## src/hdl/dlmc_pkg.sv

```systemverilog
// ---------------------------------------------------------------------------
// dlmc_pkg
// shared types and constants of the dynamic light mask cull block
// ---------------------------------------------------------------------------
package dlmc_pkg;

    localparam int COORD_W = 32;
    localparam int MASK_W  = 32;
    localparam int CNT_W   = 6;
    localparam int IDX_W   = 5;
    localparam int CMD_W   = 3;
    localparam int PROD_W  = 64;
    localparam int SUM_W   = 67;
    localparam int GRID_W  = 34;
    localparam int NRM_FRAC = 14;
    localparam int APB_AW  = 3;
    localparam int APB_DW  = 32;

    typedef enum logic [CMD_W-1:0] {
        CMD_LOAD  = 3'd0,
        CMD_FACE  = 3'd1,
        CMD_GRID  = 3'd2,
        CMD_TRI   = 3'd3,
        CMD_OTHER = 3'd4
    } cmd_t;

    typedef enum logic [0:0] {
        REG_NUM_LIGHTS = 1'b0,
        REG_UNUSED     = 1'b1
    } reg_idx_t;

    typedef enum logic [1:0] {
        ST_IDLE,
        ST_SCAN,
        ST_DRAIN,
        ST_DONE
    } state_t;

    typedef struct packed {
        logic signed [COORD_W-1:0] ox;
        logic signed [COORD_W-1:0] oy;
        logic signed [COORD_W-1:0] oz;
        logic signed [COORD_W-1:0] r;
    } light_t;

    typedef struct packed {
        logic signed [COORD_W-1:0] ax;
        logic signed [COORD_W-1:0] ay;
        logic signed [COORD_W-1:0] az;
        logic signed [COORD_W-1:0] bx;
        logic signed [COORD_W-1:0] by;
        logic signed [COORD_W-1:0] bz;
        logic signed [COORD_W-1:0] plane_dist;
        logic                      grid;
    } cull_op_t;

    typedef struct packed {
        logic             valid;
        logic             last;
        logic [IDX_W-1:0] idx;
    } cull_tag_t;

    typedef struct packed {
        logic             valid;
        logic             last;
        logic             clear;
        logic [IDX_W-1:0] idx;
    } cull_res_t;

endpackage

```

## src/hdl/dlmc_apb_regs.sv

```systemverilog
// ---------------------------------------------------------------------------
// dlmc_apb_regs
// apb register file holding the active light count
// ---------------------------------------------------------------------------
module dlmc_apb_regs
    import dlmc_pkg::*;
(
    input  logic              clk,
    input  logic              rst_n,
    input  logic              psel,
    input  logic              penable,
    input  logic              pwrite,
    input  logic [APB_AW-1:0] paddr,
    input  logic [APB_DW-1:0] pwdata,
    output logic [APB_DW-1:0] prdata,
    output logic              pready,
    output logic [CNT_W-1:0]  num_lights
);

    logic [CNT_W-1:0] num_lights_reg;
    logic [CNT_W-1:0] num_lights_next;
    reg_idx_t         reg_sel;
    logic             wr_en;

    assign reg_sel = reg_idx_t'(paddr[2]);
    assign wr_en   = psel && penable && pwrite;
    assign pready  = 1'b1;

    always_comb
    begin
        num_lights_next = num_lights_reg;
        if (wr_en && reg_sel == REG_NUM_LIGHTS)
        begin
            num_lights_next = pwdata[CNT_W-1:0];
        end
    end

    always_ff @(posedge clk or negedge rst_n)
    begin
        if (!rst_n)
        begin
            num_lights_reg <= '0;
        end
        else
        begin
            num_lights_reg <= num_lights_next;
        end
    end

    always_comb
    begin
        case (reg_sel)
            REG_NUM_LIGHTS: prdata = {{(APB_DW-CNT_W){1'b0}}, num_lights_reg};
            default:        prdata = '0;
        endcase
    end

    assign num_lights = num_lights_reg;

endmodule

```

## config.mk

```make
export PLATFORM = sky130hd
export DESIGN_NAME = dlmc_apb_regs
export DESIGN_NICKNAME = d
export VERILOG_FILES = /design/src/hdl/dlmc_pkg.sv /design/src/hdl/dlmc_apb_regs.sv
export SDC_FILE = /design/constraint.sdc
export NUM_CORES = 1
export LEC_CHECK = 0
export BUFFER_PORTS_ARGS = -buffer_cell sky130_fd_sc_hd__buf_4
export CORE_ASPECT_RATIO = 1.4
export CORE_MARGIN = 2
export CORE_UTILIZATION = 25
export DETAILED_ROUTE_END_ITERATION = 16
export PLACE_DENSITY = 0.86
export SETUP_SLACK_MARGIN = 0.02
export SYNTH_ARGS = -nofsm -noshare
export SYNTH_HDL_FRONTEND = slang
export SYNTH_SLANG_ARGS = --single-unit
```

## constraint.sdc

```tcl
create_clock -name clk -period 0.8 [get_ports clk]
set_input_delay 0.04 -clock clk [delete_from_list [all_inputs] [get_ports clk]]
set_output_delay 0.04 -clock clk [all_outputs]
set_load 0.02 [all_outputs]
```

==> metrics.txt <==
startpoint type of the worst setup path flip-flop; cell count after placement 91; maximum achievable frequency 0.990 GHz; violations in the final reports negative setup slack; die width 42.0 µm; clock sink total 6; global route total overflow 0; cells after synthesis 48; Post-Synthesis Cell Area 504 µm²; clock slew at the register clock pins of the worst setup and hold paths 0.04 ns; setup repair after global routing missed its margin yes; type of the setup path with the least slack flip-flop to output pin; DR vias/cell 3.56; overall die area 2400 µm²; residual DRC count 0; delay-heaviest family, CP flip-flops; Setup violations, final 18; Core ar. 1930 µm²; final hold viol count 0; count of placed standard cells in the final layout, fillers left out 101; required time of the critical path 0.76 ns; fraction of layout cells with a size suffix above 1 65.0%; wire length of the first global-routing pass 1540 µm; Vias 360; number of synthesized register bits 6; Detailed Route Iter0 Violations 0; sequential cell area fraction in the yosys report 29.8%; power per cell area 2050 nW/µm²; clock root buffer clkbuf_4; First-pass DRT Iterations 1; result of the run finished, violations left; via count of the first global-routing pass 364; setup slack at placement -0.0810 ns; CTS Buffer Depth 2; Worst EP arrival 0.97 ns; final std cell area, no fill 769 µm²; antenna violation net count after detailed routing 0; final clock skew 0 ns; CP max stage delay 0.40 ns; synth unique cells 6; Synthesis Warnings 0; standby leakage power 0.439 nW; combined buffer and inverter count along the critical path 1; crit path capture type output pin; cell with the biggest individual delay on the critical path dfrtp_2; peak supply drop 0.000502 V; placed cell areas 632 µm²; MaxCap Viol Count 0; Final Cycle Share 126%; initial antenna violation count 0; placed wire-length estimate 824 µm; effective utilization at floorplan 26.2%; Num CTS Buffers 3; clock tree from TritonCTS yes; Die Y-Extent 57.1 µm; number of primary I/O pins 79; Largest register FFs 6; Max Transition Viols Final 0; crit-path max FO 2; ordered cell list for the critical path and2b_2, buf_6; Min-Delay Path Class input pin to flip-flop; number of buffer cells added on primary ports 23; floorplan row count 19; antenna fix cells 0; setup slack of the critical path after layout -0.210 ns; synthesized area per cell 10.5 µm²; later-pin clock latency in the skew report 0.24 ns; final routed wirelength across all metal layers 1020 µm; total routing usage reported by global routing 9.08%; maximum number of pins on one net before global-route repair 7; worst hold-check slack 0.0286 ns; nets@finish 122; area growth from synthesis to layout 52.6%; total power after layout 1.58 mW; most common cell after layout, fill and taps aside conb_1; shortest clock period the worst path allows after layout 1.01 ns; final weighted congestion of routability-driven global placement 0.701; final routed wire length divided by cell count 10.1 µm; commonest cells after routing, fill and taps aside conb_1, buf_6, buf_4; number of H-tree levels 1
worst reg2reg max path, stage by stage, from the launching register on:
cell and delay, ns:
dfrtp_2 0.40, buf_4 0.15, mux2_4 0.25
final timing paths:
check,endpoint,cells past startpoint,start,slack (ns)
max in group asynchronous,num_lights[5],2,rst_n,0.53
worst max register to register,num_lights[2],2,num_lights[2],-0.12
worst max-delay path,prdata[1],2,num_lights[1],-0.21
worst min-delay path,num_lights[2],2,pwdata[2],0.03
worst min register to register,num_lights[0],2,num_lights[0],0.61
min in group asynchronous,num_lights[3],2,rst_n,0.14
per-stage QoR:
| step | utilization [%] | TNS (ns) |
|---|---|---|
| 6_report | 40.0 | -2.50 |
| 5_1_grt | 40.0 | -2.89 |
| 4_1_cts | 40.0 | -2.56 |
| 3_5_place_dp | 32.8 | -0.467 |
| 3_3_place_gp | 32.8 | -0.330 |
| 2_1_floorplan | - | -0.103 |
Yosys cell counts (all sizes together):
| library cell | count | area share (%) |
|---|---|---|
| conb | 2 | 1.5 |
| dfrtp | 6 | 30 |
| nand4b | 1 | 4.7 |
| mux2 | 6 | 13 |
| and2b | 6 | 10 |
| buf | 27 | 40 |
layer usage:
metal | wire (µm) | global-route usage [%]
met5 | 0 | 0
met4 | 20 | 5.53
met3 | 153 | 4.43
met2 | 605 | 17.6
met1 | 239 | 6.73
report_power, final:
part	internal [mW]	total (mW)	switching [mW]	leakage (nW)
registers	0.384	0.429	0.0445	0.0655
clock network	0.169	0.270	0.101	0.0138
logic	0.469	0.878	0.409	0.359
cell type report:
class                           instances  area (µm²)
Fill cell                             198        1160
Timing Repair Buffer                   31         295
Multi-Input combinational cell         40         268
Sequential cell                         6         158
Tap cell                               21        26.3
Clock buffer                            3        22.5
timing repair:
item	CTS	global route
endpoints found under the hold margin	6	0
setup endpoints to repair	16	18
resized for setup	16	0
hold buffers	1	0
setup buffers	6	0
cell families after synthesis:
family                 count (synthesis)  synth area share (%)
DFF                                    6                  29.8
muxes                                  6                  13.4
other                                  2                  1.49
and+or+nand+nor                        7                  15.1
buffers and inverters                 27                  40.2
(Power assumes the default switching activity.)
