$ cat src/hdl/dlmc_pkg.sv
// ---------------------------------------------------------------------------
// dlmc_pkg
// shared types and constants of the dynamic light mask cull block
// ---------------------------------------------------------------------------
package dlmc_pkg;

    localparam int COORD_W = 32;
    localparam int MASK_W  = 32;
    localparam int CNT_W   = 6;
    localparam int IDX_W   = 5;
    localparam int CMD_W   = 3;
    localparam int PROD_W  = 64;
    localparam int SUM_W   = 67;
    localparam int GRID_W  = 34;
    localparam int NRM_FRAC = 14;
    localparam int APB_AW  = 3;
    localparam int APB_DW  = 32;

    typedef enum logic [CMD_W-1:0] {
        CMD_LOAD  = 3'd0,
        CMD_FACE  = 3'd1,
        CMD_GRID  = 3'd2,
        CMD_TRI   = 3'd3,
        CMD_OTHER = 3'd4
    } cmd_t;

    typedef enum logic [0:0] {
        REG_NUM_LIGHTS = 1'b0,
        REG_UNUSED     = 1'b1
    } reg_idx_t;

    typedef enum logic [1:0] {
        ST_IDLE,
        ST_SCAN,
        ST_DRAIN,
        ST_DONE
    } state_t;

    typedef struct packed {
        logic signed [COORD_W-1:0] ox;
        logic signed [COORD_W-1:0] oy;
        logic signed [COORD_W-1:0] oz;
        logic signed [COORD_W-1:0] r;
    } light_t;

    typedef struct packed {
        logic signed [COORD_W-1:0] ax;
        logic signed [COORD_W-1:0] ay;
        logic signed [COORD_W-1:0] az;
        logic signed [COORD_W-1:0] bx;
        logic signed [COORD_W-1:0] by;
        logic signed [COORD_W-1:0] bz;
        logic signed [COORD_W-1:0] plane_dist;
        logic                      grid;
    } cull_op_t;

    typedef struct packed {
        logic             valid;
        logic             last;
        logic [IDX_W-1:0] idx;
    } cull_tag_t;

    typedef struct packed {
        logic             valid;
        logic             last;
        logic             clear;
        logic [IDX_W-1:0] idx;
    } cull_res_t;

endpackage

$ cat src/hdl/dlmc_light_ram.sv
// ---------------------------------------------------------------------------
// dlmc_light_ram
// light table memory with per-entry valid bits, registered read
// ---------------------------------------------------------------------------
module dlmc_light_ram
    import dlmc_pkg::*;
#(
    parameter int DEPTH = 32,
    parameter int AW    = 5
)
(
    input  logic          clk,
    input  logic          rst_n,
    input  logic          we,
    input  logic [AW-1:0] waddr,
    input  light_t        wdata,
    input  logic [AW-1:0] raddr,
    output light_t        rdata
);

    light_t             mem [DEPTH];
    logic [DEPTH-1:0]   vld_reg;
    light_t             rd_reg;
    logic               rd_vld_reg;

    always_ff @(posedge clk)
    begin
        if (we)
        begin
            mem[waddr] <= wdata;
        end
        rd_reg <= mem[raddr];
    end

    always_ff @(posedge clk or negedge rst_n)
    begin
        if (!rst_n)
        begin
            vld_reg    <= '0;
            rd_vld_reg <= 1'b0;
        end
        else
        begin
            if (we)
            begin
                vld_reg[waddr] <= 1'b1;
            end
            rd_vld_reg <= vld_reg[raddr];
        end
    end

    // entries never loaded read as zero
    assign rdata = rd_vld_reg ? rd_reg : '0;

endmodule

$ cat config.mk
export PLATFORM = sky130hd
export DESIGN_NAME = dlmc_light_ram
export DESIGN_NICKNAME = d
export VERILOG_FILES = /design/src/hdl/dlmc_pkg.sv /design/src/hdl/dlmc_light_ram.sv
export SDC_FILE = /design/constraint.sdc
export NUM_CORES = 2
export LEC_CHECK = 0
export ABC_AREA = 1
export BUFFER_PORTS_ARGS = -buffer_cell sky130_fd_sc_hd__buf_2
export CAP_MARGIN = 20
export CORE_UTILIZATION = 45
export CTS_BUF_LIST = sky130_fd_sc_hd__clkbuf_8
export DETAILED_ROUTE_END_ITERATION = 6
export PLACE_DENSITY = 0.59
export SYNTH_ARGS = -nofsm -noshare
export SYNTH_HDL_FRONTEND = slang
export SYNTH_SLANG_ARGS = --single-unit
$ cat constraint.sdc
create_clock -name clk -period 2.07 [get_ports clk]
set_input_delay 0.1035 -clock clk [delete_from_list [all_inputs] [get_ports clk]]
set_output_delay 0.1035 -clock clk [all_outputs]
set_load 0.02 [all_outputs]
==> impl_metrics.toml <==
[sta]
fin_skew_ps = 59.02
setup_viol = 128
setup_slack_ps = -565.0
rsz0062_at_grt = "true"
layout_min_cycle_time_ps = 2635
tns_ps = -58210
fin_hold_ws_ps = 86.51
fmax_mhz = 379.5
hold_viol = 0
slew_headroom_pct = 21.65
tightest_slew_ps = 1171
fin_crit_sh_pct = 127.3
slew_viol_final = 0

[worst_setup_path]
worstSetupPathType = "reg -> out"
r2r_slack_ps = 490
crit_buf_inv = 5
critPathRequiredTime_ps = 1970
r2r-start = "mem[9][24]$_DFFE_PP_"
timing.rr.end = "rd_reg[24]$_DFF_P_"
critPathArrivalTime_ps = 2530
crit_chain = "buf_16 -> buf_16 -> buf_12 -> nand2_4 -> inv_2 -> buf_6"
worstPathMaxFanout = 8
reg2reg_depth = 7
critPathMaxStageDelay_ps = 500
worst-path-stages = 6
cp-start-kind = "flip-flop"
endpoint_kind = "output port"
timing.critical_path.mode_cell = "buf_16"
crit_family = "buffers and inverters"
crit_slowest_cell = "dfrtp_4"

[clock_tree]
path_clk_slew_ps = 70
htree_levels = 6
clk_latency_ps = 1200
cts_buffers = 693
cts_tree = "yes"
clock_sinks = 4257
root_buffer = "clkbuf_8"
clock_path_buffers = 4

[cells_and_area]
multi_input_area_um2 = 37010
utilization_pct = 54.11
area_growth_pct = 19.78
nets = 15030
largest_reg_flops = 4096
stdcell_count = 20430
fill_cells = 31030
stdcell_area_um2 = 201300
drive_gt1_share_pct = 14.46
regArea_um2 = 126400

[synth]
muxShareOfSynthArea_pct = 0
synthXorXnorAreaFrac_pct = 0
synth_common_cells = "4385 x nand2_1, 4096 x edfxtp_1, 3882 x nand3_1"
synth_area_leader_cell = "edfxtp_1"
syn_area_um2 = 168000
yosys.area_share.simple_pct = 21.55
synth_compound_area_share_pct = 0
async_flop_share_pct = 0.7752
synth_top_cells_by_area = "edfxtp_1 73%, nand3_1 12%, nand2_1 9.8%"
ys_ff_latch = 4257
synth_fa_ha_area_share_pct = 0
netlist_instances = 13630
yosysMostFrequentCell = "nand2_1"
synth_cell_types = 18
synth.avg_cell_area_um2 = 12.33
syn_nets = 13770
synth_top_area_share_pct = 73.20
yosysSeqAreaShare_pct = 75.22
synth_edf_count = 4096
yosys_most_used_dff = "edfxtp_1"
synth_top_family_by_area = "simple AND/OR/NAND/NOR gates"
yosys_warnings = 0

[pwr]
powerDensity_nw_per_um2 = 896.8
ir_drop_uv = 689.6
p_leak_nw = 74.23
power_mw = 180.5

[drt]
vias = 113200
drtIter0Drc = 12460
post_drt_wl_per_cell_um = 24.80
dr.pass1.iters = 6
drc = 0
final_antenna_net_count = 0
routed_wirelength_mm = 506.5
vias_per_cell = 5.542

[placement]
dp_hpwl_mm = 288.2
io_buffers = 268
place_area_um2 = 182300
dp_slack_ps = 68.28
dp.cells = 18760
gp_congestion = 0.7993

[global_routing]
grt_overflow = 0
grt_use_total_pct = 26.45
antenna_found_initial = 17
first_global_vias = 108400
grt_pass1_wl_mm = 737.6
grt_max_degree = 114

[die]
core_um2 = 371900
io_pins = 269
fp.dieArea_um2 = 375800
fp.dieW_um = 613.1
die_y_um = 613.1
placement_rows = 224
initial_core_util_pct = 45.18

[status]
violations = "negative setup slack"
status = "complete, but fails checks"

[min_path]
hold_path.class = "in -> reg"
holdPathStages = 2
holdPathEnd = "mem[20][101]$_DFFE_PP_"
hp-start = "wdata[101]"

[job]
cap_violations = 0
## worst max path at each step
stage	endpoint	slack (ps)	start
global placement	mem[30][113]$_DFFE_PP_	70	waddr[3]
detailed placement	mem[30][113]$_DFFE_PP_	70	waddr[2]
global route	rdata[33]	-600	rd_vld_reg$_DFF_PN0_
finish	rdata[41]	-570	rd_vld_reg$_DFF_PN0_
floorplan	mem[12][0]$_DFFE_PP_	-740	waddr[1]
CTS	rdata[54]	-650	rd_vld_reg$_DFF_PN0_
## repair_timing
item | CTS | global route
hold buffers | 362 | 0
setup endpoints to repair | 128 | 278
endpoints found under the hold margin | 7893 | 0
pin swaps | 24 | 11
buffers inserted | 9 | 2
gates cloned | 6 | 2
gates resized for setup | 220 | 104
## layout make-up
class / count / share of cell area (%)
diodes: 7 / 0.008704
multi-input cells: 8331 / 18.39
flip-flops and latches: 4257 / 62.80
clock inverters: 495 / 1.321
clock buffers: 758 / 5.184
inverters: 138 / 0.2965
well taps: 4972 / 3.091
repair buffers: 1471 / 8.909
## power breakdown
part | leakage, nW | internal [mW] | switching, mW | total (mW)
Combinational | 28.2 | 4.88 | 9.46 | 14.3
Clock | 7.66 | 35.3 | 34.3 | 69.7
Sequential | 38.4 | 95.9 | 0.641 | 96.5
Total | 74.2 | 136 | 44.5 | 180
## layout by cell type, fill, tap and decap left out, drive strengths merged
master       instances
nand2             4385
edfxtp            4096
nand3             3882
buf               1151
clkbuf             763
inv                430
dlygate4sd3        315
clkinv             173
dfxtp              128
dfrtp               33
nor2                32
or2                 32
clkinvlp            19
bufinv              11
diode                7
## routing by layer
metal / global-route usage (%) / up-vias / routed length, um
li1: - / 51160 / -
met1: 37.63 / 56270 / 215300
met2: 42.34 / 4942 / 238500
met3: 3.568 / 848 / 37910
met4: 8.186 / 4 / 14790
met5: 0 / - / 23
## kinds of logic after synthesis
| kind of cell | count (synthesis) |
|---|---|
| simple gates | 8331 |
| buf+inv | 1040 |
| flops | 4257 |
No activity file was read; power rests on OpenSTA's default activity.
